**src/hw/rtl/hcp_pkg.sv**
```systemverilog
// ---------------------------------------------------------------------------
// hcp_pkg
// Shared constants for the compass heading sentence parser: character codes,
// field widths and the fixed-point constant for the radian conversion.
// ---------------------------------------------------------------------------
package hcp_pkg;

    // sentence framing characters
    localparam logic [7:0] CH_START = 8'h24;  // '$'
    localparam logic [7:0] CH_COMMA = 8'h2C;  // ','
    localparam logic [7:0] CH_END   = 8'h4E;  // 'N'
    localparam logic [7:0] CH_ABT_P = 8'h50;  // 'P'
    localparam logic [7:0] CH_ABT_O = 8'h4F;  // 'O'
    localparam logic [7:0] CH_ZERO  = 8'h30;  // '0'

    // default depth of the field byte store (legal range 3 to 15)
    localparam int FIELD_BYTES_DEF = 7;

    // result widths
    localparam int TENTHS_W = 17;
    localparam int RAD_W    = 24;

    // shared adder width: holds the signed digit sum for up to thirteen digits
    // and the full tenths * K product plus rounding bias
    localparam int ALU_W = 57;

    // bit position of the radian result inside the product
    localparam int RAD_LSB = 32;

    localparam logic [TENTHS_W-1:0] HEADING_MAX = 17'd99999;

    // round(pi * 2^48 / 1800)
    localparam logic [ALU_W-1:0] RAD_K = 57'd491266510558;

    // rounding bias for the final shift by 32
    localparam logic [ALU_W-1:0] RAD_BIAS = 57'h0000_0000_8000_0000;

endpackage

```
**src/hw/rtl/hcp_alu.sv**
```systemverilog
// ---------------------------------------------------------------------------
// hcp_alu
// Shared three-operand adder used for both the decimal digit accumulation
// and the shift-and-add multiply.
// ---------------------------------------------------------------------------
module hcp_alu
(
    input  logic [hcp_pkg::ALU_W-1:0] op_a,
    input  logic [hcp_pkg::ALU_W-1:0] op_b,
    input  logic [hcp_pkg::ALU_W-1:0] op_c,
    output logic [hcp_pkg::ALU_W-1:0] sum
);

    // two's complement sum, wraps at the adder width
    assign sum = op_a + op_b + op_c;

endmodule

```
**src/hw/rtl/hcp_frame.sv**
```systemverilog
// ---------------------------------------------------------------------------
// hcp_frame
// Sentence framing: hunts for the start character, skips the talker field,
// stores the heading field bytes and raises a conversion request on the
// end character when enough bytes are stored.
// ---------------------------------------------------------------------------
module hcp_frame
#(
    parameter int FIELD_BYTES = hcp_pkg::FIELD_BYTES_DEF,
    localparam int CNT_W = $clog2(FIELD_BYTES + 1),
    localparam int IDX_W = $clog2(FIELD_BYTES)
)
(
    input  logic             clk,
    input  logic             rst_n,
    input  logic             byte_acc,
    input  logic [7:0]       rx_byte,
    input  logic [IDX_W-1:0] rd_idx,
    output logic [7:0]       rd_byte,
    output logic             conv_start,
    output logic [CNT_W-1:0] conv_count
);

    localparam logic [1:0] PH_HUNT  = 2'd0;
    localparam logic [1:0] PH_SKIP  = 2'd1;
    localparam logic [1:0] PH_STORE = 2'd2;

    localparam logic [CNT_W-1:0] CNT_FULL = CNT_W'(FIELD_BYTES);
    localparam logic [CNT_W-1:0] CNT_MIN  = CNT_W'(3);

    logic [1:0]       phase_reg;
    logic [1:0]       phase_next;
    logic [CNT_W-1:0] count_reg;
    logic [CNT_W-1:0] count_next;
    logic [7:0]       bytes_reg [FIELD_BYTES];
    logic             wr_en;

    // phase and fill count update per accepted item
    always_comb
    begin
        phase_next = phase_reg;
        count_next = count_reg;
        wr_en      = 1'b0;
        conv_start = 1'b0;
        if (byte_acc)
        begin
            case (phase_reg)
                PH_HUNT:
                begin
                    if (rx_byte == hcp_pkg::CH_START)
                    begin
                        phase_next = PH_SKIP;
                        count_next = '0;
                    end
                end
                PH_SKIP:
                begin
                    if (rx_byte == hcp_pkg::CH_COMMA)
                    begin
                        phase_next = PH_STORE;
                        count_next = '0;
                    end
                end
                PH_STORE:
                begin
                    if (rx_byte == hcp_pkg::CH_END)
                    begin
                        conv_start = (count_reg >= CNT_MIN);
                        phase_next = PH_HUNT;
                        count_next = '0;
                    end
                    else if (rx_byte == hcp_pkg::CH_ABT_P || rx_byte == hcp_pkg::CH_ABT_O
                             || count_reg >= CNT_FULL)
                    begin
                        phase_next = PH_HUNT;
                        count_next = '0;
                    end
                    else
                    begin
                        wr_en      = 1'b1;
                        count_next = count_reg + CNT_W'(1);
                    end
                end
                default:
                begin
                    phase_next = PH_HUNT;
                    count_next = '0;
                end
            endcase
        end
    end

    assign conv_count = count_reg;

    always_ff @(posedge clk or negedge rst_n)
    begin
        if (!rst_n)
        begin
            phase_reg <= PH_HUNT;
            count_reg <= '0;
        end
        else
        begin
            phase_reg <= phase_next;
            count_reg <= count_next;
        end
    end

    // field byte store, written in order, no reset
    always_ff @(posedge clk)
    begin
        if (wr_en)
        begin
            bytes_reg[count_reg[IDX_W-1:0]] <= rx_byte;
        end
    end

    assign rd_byte = bytes_reg[rd_idx];

endmodule

```
**src/hw/rtl/hcp_conv.sv**
```systemverilog
// ---------------------------------------------------------------------------
// hcp_conv
// Conversion sequencer: accumulates the decimal digits one per cycle,
// saturates the tenths value, then multiplies by the radian constant one
// multiplier bit per cycle, all through the shared adder.
// ---------------------------------------------------------------------------
module hcp_conv
#(
    parameter int FIELD_BYTES = hcp_pkg::FIELD_BYTES_DEF,
    localparam int CNT_W = $clog2(FIELD_BYTES + 1),
    localparam int IDX_W = $clog2(FIELD_BYTES)
)
(
    input  logic                         clk,
    input  logic                         rst_n,
    input  logic                         conv_start,
    input  logic [CNT_W-1:0]             conv_count,
    output logic [IDX_W-1:0]             rd_idx,
    input  logic [7:0]                   rd_byte,
    output logic                         busy,
    output logic                         out_valid,
    input  logic                         out_ready,
    output logic [hcp_pkg::TENTHS_W-1:0] out_tenths,
    output logic [hcp_pkg::RAD_W-1:0]    out_rad
);

    localparam int ALU_W = hcp_pkg::ALU_W;
    localparam int TW    = hcp_pkg::TENTHS_W;
    localparam int BIT_W = $clog2(TW + 1);

    localparam logic [2:0] ST_IDLE = 3'd0;
    localparam logic [2:0] ST_DIG  = 3'd1;
    localparam logic [2:0] ST_SAT  = 3'd2;
    localparam logic [2:0] ST_MUL  = 3'd3;
    localparam logic [2:0] ST_HOLD = 3'd4;

    logic [2:0]       state_reg;
    logic [2:0]       state_next;
    logic [CNT_W-1:0] cnt_reg;
    logic [CNT_W-1:0] cnt_next;
    logic [IDX_W-1:0] idx_reg;
    logic [IDX_W-1:0] idx_next;
    logic [ALU_W-1:0] acc_reg;
    logic [ALU_W-1:0] acc_next;
    logic [ALU_W-1:0] mcand_reg;
    logic [ALU_W-1:0] mcand_next;
    logic [TW-1:0]    mplier_reg;
    logic [TW-1:0]    mplier_next;
    logic [TW-1:0]    tenths_reg;
    logic [TW-1:0]    tenths_next;
    logic [BIT_W-1:0] bit_reg;
    logic [BIT_W-1:0] bit_next;
    logic             ovld_reg;
    logic             ovld_next;
    logic [TW-1:0]    otenths_reg;
    logic [TW-1:0]    otenths_next;
    logic [hcp_pkg::RAD_W-1:0] orad_reg;
    logic [hcp_pkg::RAD_W-1:0] orad_next;

    logic [ALU_W-1:0] op_a;
    logic [ALU_W-1:0] op_b;
    logic [ALU_W-1:0] op_c;
    logic [ALU_W-1:0] alu_sum;
    logic [8:0]       digit;
    logic [IDX_W-1:0] tenths_idx;
    logic [IDX_W-1:0] last_int_idx;
    logic [IDX_W-1:0] start_idx;
    logic [CNT_W-1:0] cnt_m2;
    logic [CNT_W-1:0] cnt_m4;
    logic [CNT_W-1:0] start_m2;

    hcp_alu u_alu
    (
        .op_a (op_a),
        .op_b (op_b),
        .op_c (op_c),
        .sum  (alu_sum)
    );

    // positions of the tenths digit and the last integer digit
    assign cnt_m2       = cnt_reg - CNT_W'(2);
    assign cnt_m4       = cnt_reg - CNT_W'(4);
    assign tenths_idx   = cnt_m2[IDX_W-1:0];
    assign last_int_idx = cnt_m4[IDX_W-1:0];
    assign start_m2     = conv_count - CNT_W'(2);
    assign start_idx    = (conv_count == CNT_W'(3)) ? start_m2[IDX_W-1:0] : '0;

    // signed digit value, byte minus '0'
    assign digit = {1'b0, rd_byte} - {1'b0, hcp_pkg::CH_ZERO};

    // operand selection for the shared adder
    always_comb
    begin
        if (state_reg == ST_DIG)
        begin
            op_a = {acc_reg[ALU_W-4:0], 3'b000};
            op_b = {acc_reg[ALU_W-2:0], 1'b0};
            op_c = {{(ALU_W-9){digit[8]}}, digit};
        end
        else
        begin
            op_a = acc_reg;
            op_b = mplier_reg[0] ? mcand_reg : '0;
            op_c = '0;
        end
    end

    // sequencer
    always_comb
    begin
        state_next   = state_reg;
        cnt_next     = cnt_reg;
        idx_next     = idx_reg;
        acc_next     = acc_reg;
        mcand_next   = mcand_reg;
        mplier_next  = mplier_reg;
        tenths_next  = tenths_reg;
        bit_next     = bit_reg;
        ovld_next    = ovld_reg && !out_ready;
        otenths_next = otenths_reg;
        orad_next    = orad_reg;
        case (state_reg)
            ST_IDLE:
            begin
                if (conv_start)
                begin
                    cnt_next   = conv_count;
                    idx_next   = start_idx;
                    acc_next   = '0;
                    state_next = ST_DIG;
                end
            end
            ST_DIG:
            begin
                acc_next = alu_sum;
                if (idx_reg == tenths_idx)
                begin
                    state_next = ST_SAT;
                end
                else if (idx_reg == last_int_idx)
                begin
                    idx_next = tenths_idx;
                end
                else
                begin
                    idx_next = idx_reg + IDX_W'(1);
                end
            end
            ST_SAT:
            begin
                if (acc_reg[ALU_W-1])
                begin
                    tenths_next = '0;
                end
                else if (acc_reg > {{(ALU_W-TW){1'b0}}, hcp_pkg::HEADING_MAX})
                begin
                    tenths_next = hcp_pkg::HEADING_MAX;
                end
                else
                begin
                    tenths_next = acc_reg[TW-1:0];
                end
                mplier_next = tenths_next;
                mcand_next  = hcp_pkg::RAD_K;
                acc_next    = hcp_pkg::RAD_BIAS;
                bit_next    = BIT_W'(TW);
                state_next  = ST_MUL;
            end
            ST_MUL:
            begin
                acc_next    = alu_sum;
                mcand_next  = {mcand_reg[ALU_W-2:0], 1'b0};
                mplier_next = {1'b0, mplier_reg[TW-1:1]};
                bit_next    = bit_reg - BIT_W'(1);
                if (bit_reg == BIT_W'(1))
                begin
                    state_next = ST_HOLD;
                end
            end
            ST_HOLD:
            begin
                if (!ovld_reg || out_ready)
                begin
                    ovld_next    = 1'b1;
                    otenths_next = tenths_reg;
                    orad_next    = acc_reg[hcp_pkg::RAD_LSB +: hcp_pkg::RAD_W];
                    state_next   = ST_IDLE;
                end
            end
            default:
            begin
                state_next = ST_IDLE;
            end
        endcase
    end

    // control state
    always_ff @(posedge clk or negedge rst_n)
    begin
        if (!rst_n)
        begin
            state_reg <= ST_IDLE;
            ovld_reg  <= 1'b0;
        end
        else
        begin
            state_reg <= state_next;
            ovld_reg  <= ovld_next;
        end
    end

    // datapath registers
    always_ff @(posedge clk)
    begin
        cnt_reg     <= cnt_next;
        idx_reg     <= idx_next;
        acc_reg     <= acc_next;
        mcand_reg   <= mcand_next;
        mplier_reg  <= mplier_next;
        tenths_reg  <= tenths_next;
        bit_reg     <= bit_next;
        otenths_reg <= otenths_next;
        orad_reg    <= orad_next;
    end

    assign rd_idx     = idx_reg;
    assign busy       = (state_reg != ST_IDLE);
    assign out_valid  = ovld_reg;
    assign out_tenths = otenths_reg;
    assign out_rad    = orad_reg;

endmodule

```
**src/hw/rtl/compass_heading_sentence_parser.sv**
```systemverilog
// ---------------------------------------------------------------------------
// compass_heading_sentence_parser
// Conversion: after the end character the integer digits and the tenths digit
//   are accumulated, the tenths value is saturated, the product with the
//   radian constant is formed and the result is loaded into the output register.
// Throughput: one byte per cycle, none taken while a conversion runs; a held
//   result stalls input only once the next conversion has finished.
// Reset: asynchronous active low, returns to start-character hunt, no output.
// ---------------------------------------------------------------------------
module compass_heading_sentence_parser
#(
    parameter int FIELD_BYTES = hcp_pkg::FIELD_BYTES_DEF
)
(
    input  logic        clk,
    input  logic        rst_n,
    input  logic        s_tvalid,
    output logic        s_tready,
    input  logic [7:0]  s_tdata,   // [7:0] rx_byte
    output logic        m_tvalid,
    input  logic        m_tready,
    output logic [47:0] m_tdata    // [16:0] heading_tenths, [40:17] heading_rad_q16
);

    localparam int CNT_W = $clog2(FIELD_BYTES + 1);
    localparam int IDX_W = $clog2(FIELD_BYTES);

    logic                         byte_acc;
    logic                         conv_start;
    logic [CNT_W-1:0]             conv_count;
    logic [IDX_W-1:0]             rd_idx;
    logic [7:0]                   rd_byte;
    logic                         busy;
    logic [hcp_pkg::TENTHS_W-1:0] out_tenths;
    logic [hcp_pkg::RAD_W-1:0]    out_rad;

    assign s_tready = !busy;
    assign byte_acc = s_tvalid && s_tready;

    // sentence framing and field store
    hcp_frame #(.FIELD_BYTES(FIELD_BYTES)) u_frame
    (
        .clk        (clk),
        .rst_n      (rst_n),
        .byte_acc   (byte_acc),
        .rx_byte    (s_tdata),
        .rd_idx     (rd_idx),
        .rd_byte    (rd_byte),
        .conv_start (conv_start),
        .conv_count (conv_count)
    );

    // digit conversion and radian scaling
    hcp_conv #(.FIELD_BYTES(FIELD_BYTES)) u_conv
    (
        .clk        (clk),
        .rst_n      (rst_n),
        .conv_start (conv_start),
        .conv_count (conv_count),
        .rd_idx     (rd_idx),
        .rd_byte    (rd_byte),
        .busy       (busy),
        .out_valid  (m_tvalid),
        .out_ready  (m_tready),
        .out_tenths (out_tenths),
        .out_rad    (out_rad)
    );

    // result packing, zero filled to whole bytes
    assign m_tdata = {7'd0, out_rad, out_tenths};

endmodule

```
**config.mk**
```make
export PLATFORM = sky130hd
export DESIGN_NAME = compass_heading_sentence_parser
export DESIGN_NICKNAME = d
export VERILOG_FILES = /design/src/hw/rtl/hcp_pkg.sv /design/src/hw/rtl/hcp_alu.sv /design/src/hw/rtl/hcp_frame.sv /design/src/hw/rtl/hcp_conv.sv /design/src/hw/rtl/compass_heading_sentence_parser.sv
export SDC_FILE = /design/constraint.sdc
export NUM_CORES = 1
export LEC_CHECK = 0
export ABC_AREA = 1
export BUFFER_PORTS_ARGS = -buffer_cell sky130_fd_sc_hd__buf_2
export CAP_MARGIN = 20
export CORE_UTILIZATION = 29
export CTS_BUF_LIST = sky130_fd_sc_hd__clkbuf_16
export CTS_CLUSTER_DIAMETER = 40
export DETAILED_ROUTE_END_ITERATION = 10
export GPL_ROUTABILITY_DRIVEN = 0
export PLACE_DENSITY = 0.55
export SYNTH_ARGS = -nofsm -noshare
export SYNTH_HDL_FRONTEND = slang
export SYNTH_SLANG_ARGS = --single-unit
```
**constraint.sdc**
```tcl
create_clock -name clk -period 6.2 [get_ports clk]
set_input_delay 1.86 -clock clk [delete_from_list [all_inputs] [get_ports clk]]
set_output_delay 1.86 -clock clk [all_outputs]
set_load 0.05 [all_outputs]
```
==> results by group <==
Yosys
  • Synth Instances: 2,363
  • Primary flip-flop cell chosen by synthesis mapping: sky130_fd_sc_hd__edfxtp_1
  • Area of the mapped netlist: 0.01833 mm2
  • Top post-synthesis cells by area: sky130_fd_sc_hd__edfxtp_1, sky130_fd_sc_hd__nand2_1, sky130_fd_sc_hd__inv_1
  • Dominant cell type by area after synthesis: sky130_fd_sc_hd__edfxtp_1
  • Count of yosys warnings during synthesis: 0
  • Seq/Total Area, Yosys: 43.34%
  • Most instantiated library cell after synthesis: sky130_fd_sc_hd__nand2_1
  • Synthesized area per cell: 7.756 um2
  • Fraction of synthesis flops using an asynchronous set or reset pin: around 3.4%
  • Unique masters post-synth: 47
  • Fraction of post-synthesis cell area in the top cell type by area: 41.78%
  • Seq cells post-synth: roughly 270
  • Number of flops mapped to enable cells by yosys: around 260
  • Most numerous cell types in the synthesized netlist: sky130_fd_sc_hd__nand2_1, sky130_fd_sc_hd__inv_1, sky130_fd_sc_hd__edfxtp_1

Route
  • Via density per instance: 4.649
  • M1 WL: 23,040 um
  • Detailed-routed wire length on met3: 3245 um
  • Detail-routed net length per standard cell: 15.59 um
  • Via total after detailed routing: between 15,000 and 20,000
  • Uppermost signal routing layer after detailed routing: met4
  • Pre-Repair DR Iteration Count: 6
  • Number of DRC markers after the initial detailed-route iteration: 1,187
  • Antenna violation net count after detailed routing: 0
  • Detailed-routed wire length on met2: 23,560 um
  • Total detailed-routing wirelength: approximately 51,000 um
  • DRC violations left: 0

CTS
  • TritonCTS Sinks: 267
  • Number of gates given a new drive strength after cts: 0
  • Worst-skew pair later-pin latency: between 0.5 and 0.6 ns
  • Htree depth: 2
  • TritonCTS clock tree: yes
  • Cell at the root of the clock tree: sky130_fd_sc_hd__clkbuf_16
  • Hold buffers post-CTS: 0
  • Total clock buffers created by CTS: 41
  • Maximum clock path buffer count: 3
  • Clock slew at reported path FFs: 0.06 ns
  • Post-CTS setup buffers: 0

Worst hold path
  • Worst hold stages: 0
  • Hold Crit Class: reg -> reg
  • Hold path startpoint: u_conv.tenths_reg[4]$_DFFE_PP_

STA
  • Final Max Tran Viols: 0
  • Measured slew at the worst slew-check pin: 0.9292 ns
  • Tightest slew margin relative to the limit: ~38%
  • Setup TNS Final: 0 ns
  • Hold Vio Cnt, Final: 0
  • Worst setup slack after layout: 0.5077 ns
  • Worst clock skew: around 0.021 ns
  • Achievable Freq: 175.7 MHz
  • Final critical delay including setup and external delays: about 5.7 ns
  • Crit share post-route: 91.81%
  • Number of endpoints failing setup at the final stage: 0
  • RSZ-0062 raised after global routing: false

Floorplanning
  • Cell Rows: 91
  • Width of the die: 253.4 um
  • Core footprint: 0.06205 mm2
  • Full die area: 0.06420 mm2
  • Ports placed on the boundary: 62
  • Starting density of the core: 29.53%
  • Die boundary height: between 200 and 300 um

Critical path
  • Length in cells of the worst reg-to-reg path: 24
  • CP startpoint kind: flip-flop
  • Worst EP arrival: 6.01 ns
  • Critical path, cell by cell: inv_1 -> o21ai_0 -> o22ai_1 -> nand2_1 -> o21ai_0 -> ha_1 -> nor2_1 -> nand3_1 -> nor2_2 -> clkinv_2 -> buf_4 -> fa_1 -> inv_1 -> ha_1 -> nand2_1 -> inv_1 -> nand2_1 -> nand2_1 -> a21oi_1 -> nand3_1 -> a21oi_1 -> nand2_1 -> nand2_1 -> nor2_1
  • Number of logic stages on the critical path including buffering: 24
  • Required arrival time at the worst endpoint: 6.52 ns
  • Largest fanout of any net on the critical path: 22
  • Cell family with most CP delay: simple AND/OR/NAND/NOR gates
  • Slowest library cell on the worst path: sky130_fd_sc_hd__fa_1
  • Number of buffer and inverter instances along the worst setup path: 5
  • Most numerous cell on the critical path: sky130_fd_sc_hd__nand2_1
  • Type of element capturing the critical path: flip-flop
  • Critical Path Max Stage Delay: 0.55 ns
  • Kind of critical path: reg -> reg

Placed design
  • HPWL reported at the end of detailed placement: around 39,000 um
  • Pre-CTS setup slack: 0.6185 ns
  • Number of buffers inserted by port buffering: 54

Layout
  • Largest register FFs: 57
  • Share of final-layout standard cells stronger than drive strength 1: 7.085%
  • Fin nets: around 2,600
  • Antenna fix cells: 0
  • Layout Area Growth over Synthesis: 14.72%

Global route
  • Total global routing track utilization: 16.13%
  • Overflow left after global routing: 0
  • Wire length of the first global-routing pass: 81,630 um
  • Number of antenna violations at the first check in global routing: 0
  • Pin count of the biggest net entering global routing: about 190
  • Vias in the first global route: ~15,000

Flow run
  • Maximum capacitance violations: 0

Outcome
  • Run status: completed
## stage by stage
stage	std cells	cell area, um2	util (%)	hold slack [ns]
global route	3293	21020	33.88	0.4251
CTS	3292	21000	33.84	0.4150
floorplan	2370	18350	-	0.4003
detailed placement	3216	19560	31.52	0.4045
finish	3293	21020	33.88	0.4144
global placement	3216	19560	31.52	0.4035
## per-layer routing
metal	vias up	GRT usage (%)
met3	101	2.344
met4	0	5.541
li1	7586	-
met5	-	0
met2	470	26.48
met1	7152	21.59
## kinds of logic after synthesis
logic type               count (synthesis)  share of synthesized area [%]
AO/OA/AOI/OAI                          343                          9.777
XOR/XNOR                                16                         0.7646
adder cells (fa/ha/maj)                122                          10.62
buffers and inverters                  561                          11.87
flip-flops                             267                          43.34
multiplexers                             7                         0.3823
other                                    1                        0.02046
AND/OR/NAND/NOR                       1046                          23.23
## area by class of cell
cell class | instances | area (um2)
Clock buffer | 42 | 1051
Clock inverter | 34 | 387.9
Fill cell | 6524 | 41030
Inverter | 500 | 1878
Multi-Input combinational cell | 1542 | 8274
Sequential cell | 267 | 7943
Tap cell | 837 | 1047
Timing Repair Buffer | 71 | 442.9
## worst paths after layout
path,endpoint,slack (ns)
worst max-delay path,u_conv.acc_reg[29]$_DFFE_PP_,0.51
worst min-delay path,u_conv.out_tenths[4]$_DFFE_PP_,0.41
worst max register to register,u_conv.acc_reg[29]$_DFFE_PP_,0.51
worst min register to register,u_conv.out_tenths[4]$_DFFE_PP_,0.41
max in group asynchronous,u_frame.conv_count[1]$_DFFE_PN0P_,4.82
min in group asynchronous,u_conv.state_reg[2]$_DFFE_PN0P_,1.16
## cell usage in the layout (no fill, tap or decap), types with 5 or more instances in the layout
cell type,instances
sky130_fd_sc_hd__nand2_1,653
sky130_fd_sc_hd__inv_1,493
sky130_fd_sc_hd__edfxtp_1,255
sky130_fd_sc_hd__nor2_1,220
sky130_fd_sc_hd__o21ai_0,216
sky130_fd_sc_hd__nand3_1,96
sky130_fd_sc_hd__a21oi_1,93
sky130_fd_sc_hd__ha_1,66
sky130_fd_sc_hd__fa_1,56
sky130_fd_sc_hd__buf_2,54
sky130_fd_sc_hd__clkbuf_16,42
sky130_fd_sc_hd__nand4_1,21
sky130_fd_sc_hd__nor3_1,16
sky130_fd_sc_hd__buf_4,14
sky130_fd_sc_hd__o21bai_1,13
sky130_fd_sc_hd__xnor2_1,12
sky130_fd_sc_hd__dfrtp_1,9
sky130_fd_sc_hd__conb_1,8
sky130_fd_sc_hd__inv_6,8
sky130_fd_sc_hd__mux2i_1,7
sky130_fd_sc_hd__inv_2,6
sky130_fd_sc_hd__inv_8,6
sky130_fd_sc_hd__nor2_4,5
sky130_fd_sc_hd__o22ai_1,5
sky130_fd_sc_hd__nand3b_1,5
Power is left out: the tool's default activity adds up to more than one toggle a clock period on the data nets, which glitch-free logic cannot reach.
